===== src/sv/pdtq_pkg.sv =====
// Shared types, status codes and defaults for the priority delay task queue.
// No dependencies; every other file refers to this package by scoped names.
package pdtq_pkg;

    localparam int QUEUE_DEPTH = 16;

    localparam int ID_W  = 16;
    localparam int PRI_W = 2;
    localparam int TIM_W = 32;
    localparam int ST_W  = 3;
    localparam int OCC_W = 5;

    localparam logic OP_SUBMIT = 1'b0;
    localparam logic OP_FETCH  = 1'b1;

    localparam logic [PRI_W-1:0] PRI_LOW      = 2'd0;
    localparam logic [PRI_W-1:0] PRI_CRITICAL = 2'd3;

    localparam logic [ST_W-1:0] ST_ACCEPTED   = 3'd0;
    localparam logic [ST_W-1:0] ST_FULL       = 3'd1;
    localparam logic [ST_W-1:0] ST_DISPATCHED = 3'd2;
    localparam logic [ST_W-1:0] ST_EMPTY      = 3'd3;
    localparam logic [ST_W-1:0] ST_NOT_DUE    = 3'd4;

    typedef struct packed {
        logic [ID_W-1:0]  id;
        logic [PRI_W-1:0] pri;
        logic [TIM_W-1:0] rel;
    } t_task;

    typedef struct packed {
        logic             op;
        t_task            tsk;
        logic [TIM_W-1:0] now;
    } t_req;

    typedef struct packed {
        logic [ST_W-1:0]  status;
        t_task            tsk;
        logic [OCC_W-1:0] occ;
    } t_result;

endpackage


===== src/sv/pdtq_in_if.sv =====
// Request channel: valid/ready handshake carrying one submit or fetch beat.
// Depends on pdtq_pkg for field widths.
interface pdtq_in_if;
    logic                          valid;
    logic                          ready;
    logic                          operation;
    logic [pdtq_pkg::ID_W-1:0]     task_id;
    logic [pdtq_pkg::PRI_W-1:0]    priority_req;
    logic [pdtq_pkg::TIM_W-1:0]    release_time;
    logic [pdtq_pkg::TIM_W-1:0]    now;

    modport source (output valid, operation, task_id, priority_req, release_time, now,
                    input ready);
    modport sink   (input valid, operation, task_id, priority_req, release_time, now,
                    output ready);
endinterface


===== src/sv/pdtq_out_if.sv =====
// Result channel: valid/ready handshake carrying one status beat per request.
// Depends on pdtq_pkg for field widths.
interface pdtq_out_if;
    logic                          valid;
    logic                          ready;
    logic [pdtq_pkg::ST_W-1:0]     status;
    logic [pdtq_pkg::ID_W-1:0]     out_task_id;
    logic [pdtq_pkg::PRI_W-1:0]    out_priority;
    logic [pdtq_pkg::TIM_W-1:0]    out_release_time;
    logic [pdtq_pkg::OCC_W-1:0]    occupancy;

    modport source (output valid, status, out_task_id, out_priority, out_release_time,
                    occupancy, input ready);
    modport sink   (input valid, status, out_task_id, out_priority, out_release_time,
                    occupancy, output ready);
endinterface


===== src/sv/pdtq_queue.sv =====
// Sorted slot array: parallel rank compares, registered insert/remove shift, result build.
// Depends on pdtq_pkg for the task, request and result types and status codes.
module pdtq_queue #(
    parameter int DEPTH = pdtq_pkg::QUEUE_DEPTH
) (
    input  logic               i_clk,
    input  logic               i_rst_n,
    input  logic               i_accept,
    input  pdtq_pkg::t_req     i_req,
    output pdtq_pkg::t_result  o_result
);
    localparam int CW = $clog2(DEPTH + 1);

    pdtq_pkg::t_task r_slot [DEPTH];
    logic [CW-1:0]   r_count;
    logic [CW-1:0]   n_count;

    logic             full;
    logic             empty;
    logic             due;
    logic             push;
    logic             pop;
    logic [DEPTH-1:0] p;

    assign full  = (r_count == CW'(DEPTH));
    assign empty = (r_count == '0);
    assign due   = (r_slot[0].rel <= i_req.now);
    assign push  = i_accept && (i_req.op == pdtq_pkg::OP_SUBMIT) && !full;
    assign pop   = i_accept && (i_req.op == pdtq_pkg::OP_FETCH) && !empty && due;

    // p[i]: the new task lands at or before slot i; monotone over i
    genvar gi;
    generate
        for (gi = 0; gi < DEPTH; gi++) begin : g_slot
            logic ranks;
            always_comb begin
                if (i_req.tsk.pri != r_slot[gi].pri) begin
                    ranks = (i_req.tsk.pri > r_slot[gi].pri);
                end else begin
                    ranks = (i_req.tsk.rel < r_slot[gi].rel);
                end
            end
            assign p[gi] = (CW'(gi) >= r_count) || ranks;
        end
    endgenerate

    always_ff @(posedge i_clk) begin
        if (push) begin
            if (p[0]) begin
                r_slot[0] <= i_req.tsk;
            end
            for (int i = 1; i < DEPTH; i++) begin
                if (p[i] && !p[i-1]) begin
                    r_slot[i] <= i_req.tsk;
                end else if (p[i]) begin
                    r_slot[i] <= r_slot[i-1];
                end
            end
        end else if (pop) begin
            // advance everything one slot toward the head
            for (int i = 0; i < DEPTH - 1; i++) begin
                r_slot[i] <= r_slot[i+1];
            end
        end
    end

    always_comb begin
        n_count = r_count;
        if (push) begin
            n_count = r_count + CW'(1);
        end else if (pop) begin
            n_count = r_count - CW'(1);
        end
    end

    always_ff @(posedge i_clk) begin
        if (!i_rst_n) begin
            r_count <= '0;
        end else begin
            r_count <= n_count;
        end
    end

    always_comb begin
        o_result.tsk.id  = '0;
        o_result.tsk.pri = pdtq_pkg::PRI_LOW;
        o_result.tsk.rel = '0;
        o_result.occ     = pdtq_pkg::OCC_W'(n_count);
        if (i_req.op == pdtq_pkg::OP_SUBMIT) begin
            o_result.status = full ? pdtq_pkg::ST_FULL : pdtq_pkg::ST_ACCEPTED;
        end else if (empty) begin
            o_result.status = pdtq_pkg::ST_EMPTY;
        end else if (!due) begin
            o_result.status = pdtq_pkg::ST_NOT_DUE;
        end else begin
            o_result.status = pdtq_pkg::ST_DISPATCHED;
            o_result.tsk    = r_slot[0];
        end
    end

`ifndef SYNTHESIS
    a_count_bound: assert property (@(posedge i_clk) disable iff (!i_rst_n)
        r_count <= CW'(DEPTH))
        else $error("queue count above depth");

    a_push_count: assert property (@(posedge i_clk) disable iff (!i_rst_n)
        push |=> (r_count == $past(r_count) + CW'(1)))
        else $error("insert did not grow the queue");

    a_pop_count: assert property (@(posedge i_clk) disable iff (!i_rst_n)
        pop |=> (r_count == $past(r_count) - CW'(1)))
        else $error("dispatch did not shrink the queue");

    a_head_order: assert property (@(posedge i_clk) disable iff (!i_rst_n)
        (r_count >= CW'(2)) |-> (r_slot[0].pri >= r_slot[1].pri))
        else $error("head outranked by second slot");
`endif

endmodule


===== src/sv/pdtq_out_buf.sv =====
// Two-entry output buffer (main register plus skid) between queue and result channel.
// Depends on pdtq_pkg for the result type.
module pdtq_out_buf (
    input  logic               i_clk,
    input  logic               i_rst_n,
    input  logic               i_valid,
    input  pdtq_pkg::t_result  i_data,
    output logic               o_ready,
    output logic               o_valid,
    output pdtq_pkg::t_result  o_data,
    input  logic               i_ready
);
    logic              r_main_valid;
    logic              r_skid_valid;
    pdtq_pkg::t_result r_main;
    pdtq_pkg::t_result r_skid;
    logic              take;

    assign o_ready = !r_skid_valid;
    assign o_valid = r_main_valid;
    assign o_data  = r_main;
    assign take    = r_main_valid && i_ready;

    always_ff @(posedge i_clk) begin
        if (!i_rst_n) begin
            r_main_valid <= 1'b0;
            r_skid_valid <= 1'b0;
        end else if (!r_main_valid || take) begin
            if (r_skid_valid) begin
                r_main_valid <= 1'b1;
                r_skid_valid <= 1'b0;
            end else begin
                r_main_valid <= i_valid;
            end
        end else if (i_valid) begin
            // hold main, park the new beat
            r_skid_valid <= 1'b1;
        end
    end

    always_ff @(posedge i_clk) begin
        if (!r_main_valid || take) begin
            r_main <= r_skid_valid ? r_skid : i_data;
        end else if (i_valid) begin
            r_skid <= i_data;
        end
    end

endmodule


===== src/sv/priority_delay_task_queue_core.sv =====
// Priority delay task queue: a sorted queue of up to QUEUE_DEPTH tasks, ordered by
// priority (highest first), then by earlier release time, equal keys first in first out.
// One request is accepted every clock cycle while the skid stage is empty; its result
// is registered in the output register, and a skid stage keeps one more beat while the
// result side stalls. That rate comes from the slot array: every slot compares against
// the request in parallel and the whole array shifts at once on insert or dispatch.
// Reset clears only the fill count and the buffer valid flags; no clearing pass runs.
module priority_delay_task_queue_core #(
    parameter int QUEUE_DEPTH = pdtq_pkg::QUEUE_DEPTH
) (
    input  logic       i_clk,
    input  logic       i_rst_n,
    pdtq_in_if.sink    i_in,
    pdtq_out_if.source o_out
);
    pdtq_pkg::t_req    req;
    pdtq_pkg::t_result result;
    pdtq_pkg::t_result out_data;
    logic              accept;
    logic              buf_ready;

    assign i_in.ready = buf_ready;
    assign accept     = i_in.valid && buf_ready;

    assign req.op      = i_in.operation;
    assign req.tsk.id  = i_in.task_id;
    assign req.tsk.pri = i_in.priority_req;
    assign req.tsk.rel = i_in.release_time;
    assign req.now     = i_in.now;

    pdtq_queue #(
        .DEPTH (QUEUE_DEPTH)
    ) u_queue (
        .i_clk    (i_clk),
        .i_rst_n  (i_rst_n),
        .i_accept (accept),
        .i_req    (req),
        .o_result (result)
    );

    pdtq_out_buf u_out_buf (
        .i_clk   (i_clk),
        .i_rst_n (i_rst_n),
        .i_valid (accept),
        .i_data  (result),
        .o_ready (buf_ready),
        .o_valid (o_out.valid),
        .o_data  (out_data),
        .i_ready (o_out.ready)
    );

    assign o_out.status           = out_data.status;
    assign o_out.out_task_id      = out_data.tsk.id;
    assign o_out.out_priority     = out_data.tsk.pri;
    assign o_out.out_release_time = out_data.tsk.rel;
    assign o_out.occupancy        = out_data.occ;

endmodule

===== src/flat_wrapper.sv =====
// flat-port wrapper written by rule: the top's interface ports become plain ports
module priority_delay_task_queue_core_flat 
#(
    parameter int QUEUE_DEPTH = pdtq_pkg::QUEUE_DEPTH
)
  (i_clk, i_rst_n, i_in_valid, i_in_operation, i_in_task_id, i_in_priority_req, i_in_release_time, i_in_now, i_in_ready, o_out_valid, o_out_status, o_out_out_task_id, o_out_out_priority, o_out_out_release_time, o_out_occupancy, o_out_ready);
  pdtq_in_if i_in_i ();
  pdtq_out_if o_out_i ();
  input  logic i_clk;
  input  logic i_rst_n;
  input wire logic [$bits(i_in_i.valid)-1:0] i_in_valid;
  input wire logic [$bits(i_in_i.operation)-1:0] i_in_operation;
  input wire logic [$bits(i_in_i.task_id)-1:0] i_in_task_id;
  input wire logic [$bits(i_in_i.priority_req)-1:0] i_in_priority_req;
  input wire logic [$bits(i_in_i.release_time)-1:0] i_in_release_time;
  input wire logic [$bits(i_in_i.now)-1:0] i_in_now;
  output wire logic [$bits(i_in_i.ready)-1:0] i_in_ready;
  output wire logic [$bits(o_out_i.valid)-1:0] o_out_valid;
  output wire logic [$bits(o_out_i.status)-1:0] o_out_status;
  output wire logic [$bits(o_out_i.out_task_id)-1:0] o_out_out_task_id;
  output wire logic [$bits(o_out_i.out_priority)-1:0] o_out_out_priority;
  output wire logic [$bits(o_out_i.out_release_time)-1:0] o_out_out_release_time;
  output wire logic [$bits(o_out_i.occupancy)-1:0] o_out_occupancy;
  input wire logic [$bits(o_out_i.ready)-1:0] o_out_ready;
  assign i_in_i.valid = i_in_valid;
  assign i_in_i.operation = i_in_operation;
  assign i_in_i.task_id = i_in_task_id;
  assign i_in_i.priority_req = i_in_priority_req;
  assign i_in_i.release_time = i_in_release_time;
  assign i_in_i.now = i_in_now;
  assign i_in_ready = i_in_i.ready;
  assign o_out_valid = o_out_i.valid;
  assign o_out_status = o_out_i.status;
  assign o_out_out_task_id = o_out_i.out_task_id;
  assign o_out_out_priority = o_out_i.out_priority;
  assign o_out_out_release_time = o_out_i.out_release_time;
  assign o_out_occupancy = o_out_i.occupancy;
  assign o_out_i.ready = o_out_ready;
  priority_delay_task_queue_core #(.QUEUE_DEPTH(QUEUE_DEPTH)) u_core (.i_clk(i_clk), .i_rst_n(i_rst_n), .i_in(i_in_i), .o_out(o_out_i));
endmodule

===== config.mk =====
export PLATFORM = sky130hd
export DESIGN_NAME = priority_delay_task_queue_core_flat
export DESIGN_NICKNAME = d
export VERILOG_FILES = /design/src/sv/pdtq_pkg.sv /design/src/sv/pdtq_in_if.sv /design/src/sv/pdtq_out_if.sv /design/src/sv/pdtq_queue.sv /design/src/sv/pdtq_out_buf.sv /design/src/sv/priority_delay_task_queue_core.sv /design/src/flat_wrapper.sv
export SDC_FILE = /design/constraint.sdc
export NUM_CORES = 2
export LEC_CHECK = 0
export BUFFER_PORTS_ARGS = -buffer_cell sky130_fd_sc_hd__buf_2
export CORE_MARGIN = 2
export CORE_UTILIZATION = 65
export DETAILED_ROUTE_END_ITERATION = 10
export GPL_ROUTABILITY_DRIVEN = 0
export PLACE_DENSITY = 0.92
export SLEW_MARGIN = 10
export SYNTH_ARGS = -nofsm -noshare
export SYNTH_HDL_FRONTEND = slang
export SYNTH_SLANG_ARGS = --single-unit
export TNS_END_PERCENT = 30

===== constraint.sdc =====
create_clock -name i_clk -period 13.2 [get_ports i_clk]
set_clock_uncertainty 0.1 [all_clocks]
set_input_delay 1.98 -clock i_clk [delete_from_list [all_inputs] [get_ports i_clk]]
set_output_delay 1.98 -clock i_clk [all_outputs]
set_load 0.01 [all_outputs]

# After elaboration in Yosys (flattened, before gate mapping)
# Memories as Yosys holds them, arrays and structs flattened.
# Index checks and enable logic that the tools add are counted.
[word_totals]
reg_bits = 123
mem_bits_rw = 800
inputBits = 87
wordCells = 344
memories = 1
[memory_table]
columns = ["name", "depth", "width", "read_ports", "rd_ports_with_merged_regs", "write_ports", "line_no", "text"]
rows = [
  ["u_core.u_queue.r_slot", 16, 50, 16, 0, 16, "pdtq_queue.sv:14", "pdtq_pkg::t_task r_slot [DEPTH];"],
]
[op_classes]
add_sub_neg = 2
order_cmp = 49
eq_ne = 17
n_mux = 168
n_bitwise = 33
n_reduce_logical = 61
[op_table]
columns = ["op", "n"]
rows = [
  ["2-to-1 mux 50 bit", 33],
  ["< comparator 32 bit", 16],
  ["2-to-1 mux 1 bit", 129],
  ["2-to-1 mux 58 bit", 1],
  [">= comparator 4 x 5 -> 1 bit (first input constant)", 8],
  ["> comparator 2 bit", 16],
  ["<= comparator 32 bit", 1],
  ["!= test 2 bit", 16],
  ["bitwise OR 1 bit", 30],
  ["logical AND 1 bit", 22],
  [">= comparator 3 x 5 -> 1 bit (first input constant)", 4],
  ["zero test 1 bit", 19],
  ["logical OR 1 bit", 17],
  [">= comparator 1 x 5 -> 1 bit (first input constant)", 2],
  [">= comparator 2 x 5 -> 1 bit (first input constant)", 2],
  ["2-to-1 mux 5 bit", 2],
  ["2-to-1 mux 3 bit", 3],
  ["adder 5 x 1 -> 5 bit (second input constant)", 1],
  ["== test 5 bit (second input constant)", 1],
  ["zero test 5 bit", 1],
  ["subtractor 5 x 1 -> 5 bit (second input constant)", 1],
  ["inverter 1 bit", 3],
  ["AND reduction 2 bit", 1],
  ["OR reduction 2 bit", 1],
]

# Logic depth before layout (Yosys ltp)
# An unclocked memory read counts as a cell.
[logic_depth]
word_depth = 11
mapped_depth = 13

# By module
# A second synthesis with hierarchy kept.
[unflattened]
hier_cells = 5302
hier_area_um2 = 57619.0
[by_module_without_submodules]
columns = ["module", "instances", "cells_per_inst", "area_per_inst_um2", "seq_area_each_um2"]
rows = [
  ["pdtq_queue", 1, 5111, 53043.4, 24123.1],
  ["pdtq_out_buf", 1, 190, 4569.4, 3523.4],
  ["priority_delay_task_queue_core", 1, 1, 6.3, 0.0],
]

# Least setup slack after synthesis
# No wires, ideal clock.
[synth_path]
path_type = "input-to-reg"
from = "in i_in_priority_req[0]"
to = "mem u_core.u_queue.r_slot[0][0] (netlist name), enable pin"
setup_time_ps = 527
arrival_ps = 7537
path_slack_ps = 5037
cell_stages = 10
n_path_buf = 2
path_cell_list = "clkbuf_1 -> inv_1 -> ha_1 -> nand2_1 -> a211oi_1 -> o21ai_0 -> a2111o_1 -> o21a_1 -> clkbuf_1 -> o21ai_0"
[synth_rtl]
columns = ["item", "line_no", "text"]
rows = [
  ["from (decl)", "flat_wrapper.sv:14", "input wire logic [$bits(i_in_i.priority_req)-1:0] i_in_priority_req;"],
  ["to (decl)", "pdtq_queue.sv:14", ""],
]

==> metrics <==
result of the run finished clean; Synth Cell Area 57600 sq um; RSZ-0062 raised after global routing no; Final Instance Area 62200 sq um; Slew Limit Fails 0; worst-path fanout max 102; DR iter-0 viols 6569; Reg2Reg Launch Point u_core.u_queue.r_slot[0][1]$_DFFE_PP_; Final Hold Fails 0; largest net degree at the start of global routing 217; dpl ws 5.49 ns; worst setup margin 5.71 ns; vias in the first global route 46591; Die H 302 um; Longest Clk Path Bufs 3; drt pass-1 iters 10; GRT Total Usage 34.5%; relative max-transition margin 10.7%; global-route wire length before repair 251 mm; Synth async-reset ratio 0%; WP data arrival 7.81 ns; Startpoint Class input pin; clock sink count 923; Worst EP required 13.52 ns; register-to-register setup slack 6.63 ns; initial cell density of the core 65.4%; Yosys warnings 0; Worst VDD drop 0.127 mV; worst setup path startpoint i_in_now[1]; chip width 302 um; fin crit share 56.7%; Post-synth top flop edfxtp_1; DRT Wirelength 161 mm; area added between synthesis and finish 7.87%; post-detail-place hpwl 109 mm; final setup fails 0; initial antenna violation count 8; Synth Instances 5301; io pins 147; post-route ant nets 0; Placed Instances 6362; latest clock arrival within the worst-skew pair 0.69 ns; register area share after synthesis 48.0%; max-cap check violation count 0; Synthesized Nets 5953; leakage 26.9 nW; drc violations 0; TritonCTS Buffers 93; register bit count reported by yosys 923; fin crit period 7.49 ns; Cell variety after synth 77; CP endpoint kind flop; placed inst area 59100 sq um; GR Overflow Total 0; Tightest Hold Check Type flop to flop; EDFF count, synth 916; CP Class input pin to flop; register area 27600 sq um; routed via count 46142; fin cells 6536; drt wl/cell 24.7 um; IO buf count 146; Pwr per Cell Area 143 nW/um^2; TritonCTS clock tree built; clk slew on worst S/H paths 0.07 ns; syn_area_per_cell 10.9 sq um; CTS hold repair buffers 0; Multi-input gate area 26600 sq um; post-layout util 70.6%; share of cells above drive strength 1 10.4%; Vias/cell 7.06; worst slew pin tran 1.34 ns; Max Freq 134 MHz; fill cell count 5567; PostCTS Resize Cnt 0; Cell Rows 109; final net count 5944; setup bufs post-CTS 0; area of the die 91100 sq um; core area 88100 sq um; Hold Path Origin u_core.u_queue.r_slot[0][794]$_DFFE_PP_; CTS Root Buffer Type clkbuf_16; Max H-tree Level 3; setup TNS 0 ns
==> sequential cells by signal (all words and copies together), names as in the netlist <==
name                           cells
u_core.u_out_buf.r_skid           58
u_core.u_queue.r_slot            800
u_core.u_out_buf.o_data           58
u_core.u_queue.r_count             5
u_core.u_out_buf.o_valid           1
u_core.u_out_buf.r_skid_valid      1
==> cells in the final DEF, fill, tap and decap left out, types with 8 or more instances in the layout <==
cell	synthesis	final
edfxtp_1	916	916
inv_1	583	582
ha_1	565	565
nand2_1	528	513
mux2i_1	419	419
o21ai_0	324	321
a21oi_1	244	244
o22ai_1	195	195
o221ai_1	150	150
buf_2	123	146
a21o_1	117	117
nand3_1	98	98
clkbuf_16	0	95
nor2_1	95	90
mux2_2	89	89
buf_4	15	74
nand4_1	73	73
a31oi_1	57	57
nor3_1	54	54
mux2_4	50	50
a211oi_1	42	41
and2_1	41	39
a221o_1	35	35
a22oi_1	35	35
o211ai_1	34	34
o21ai_1	35	31
nor2b_1	30	29
clkinv_1	0	23
and3_1	21	21
clkbuf_1	160	16
a2111oi_0	15	14
o21a_1	13	13
clkinv_2	0	13
nand2_2	2	12
nand2b_1	14	11
nor4_1	9	9
clkinvlp_4	0	8
==> where the power goes <==
group	internal, W	switching [W]	total (W)	leakage (nW)
logic	0.000754	0.00141	0.00216	16.5
clock network	0.00148	0.00123	0.00271	1.45
registers	0.00377	0.000219	0.00398	8.92
==> path summary, 6_finish.rpt <==
kind | end | cells past startpoint
min | u_core.u_queue.r_slot[0][744]$_DFFE_PP_ | 2
min reg2reg | u_core.u_queue.r_slot[0][744]$_DFFE_PP_ | 2
max reg2reg | u_core.u_queue.r_slot[0][424]$_DFFE_PP_ | 11
max | u_core.u_queue.r_slot[0][424]$_DFFE_PP_ | 13
==> Yosys cell counts, drive strengths merged, types with 36 or more instances <==
| cell | n | area [sq um] |
|---|---|---|
| mux2i | 419 | 4190 |
| o21ai | 360 | 1810 |
| nand2 | 531 | 2010 |
| a21o | 117 | 878 |
| o221ai | 150 | 1310 |
| clkbuf | 160 | 601 |
| nand3 | 98 | 490 |
| a21oi | 246 | 1240 |
| and2 | 41 | 257 |
| mux2 | 139 | 1750 |
| a211oi | 42 | 315 |
| nand4 | 74 | 469 |
| a22oi | 36 | 275 |
| nor2 | 97 | 374 |
| o211ai | 36 | 280 |
| edfxtp | 916 | 27500 |
| buf | 165 | 912 |
| ha | 565 | 7070 |
| a31oi | 57 | 357 |
| inv | 583 | 2190 |
| nor3 | 56 | 290 |
| o22ai | 195 | 1220 |
==> worst max-delay path: stages <==
cell       delay [ns]
buf_2            0.08
inv_1            0.03
ha_1             0.28
nor2b_1          0.13
o211ai_1         0.11
a2111oi_0        0.61
and4bb_2         0.39
o211ai_4         0.98
buf_4            0.66
buf_4            0.88
buf_4            0.99
o21ai_0          0.20
mux2_2           0.33
==> cell type report <==
| cell class | count | area share (%) |
|---|---|---|
| antenna | 2 | 0.00805 |
| clock buffer | 114 | 3.99 |
| clock inverter | 58 | 0.859 |
| inverter | 583 | 3.52 |
| multi-input combinational | 3470 | 42.7 |
| sequential | 923 | 44.5 |
| tap | 1165 | 2.34 |
| timing repair buffer | 221 | 2.10 |
==> per-stage QoR <==
step	power, W	hold slack (ns)
after floorplan	0.00542	0.396
after global placement	0.00592	0.403
after detailed placement	0.00607	0.423
after CTS	0.00876	0.443
after global routing	0.00914	0.462
final	0.00886	0.438
==> cell families (layout without fill, tap and decap cells) <==
group / after synthesis / count (layout) / synth area share [%]
xor gates and xnor gates: 5 / 5 / 0.0760
DFF: 923 / 923 / 48.0
muxes: 558 / 558 / 10.3
and+or+nand+nor: 997 / 997 / 7.92
adders and majority gates: 565 / 565 / 12.3
AOI/OAI and AO/OA: 1345 / 1345 / 15.0
buffers and inverters: 908 / 976 / 6.42
other: 0 / 2 / 0
==> per-layer routing <==
metal / share of wire (%) / routed length (um) / GRT usage [%]
met1: 35 / 56900 / 42.5
met3: 9.9 / 15900 / 6.28
met5: 0.038 / 61 / 0
met2: 49 / 78900 / 58.1
met4: 5.8 / 9390 / 18.6
(Power assumes the default switching activity.)
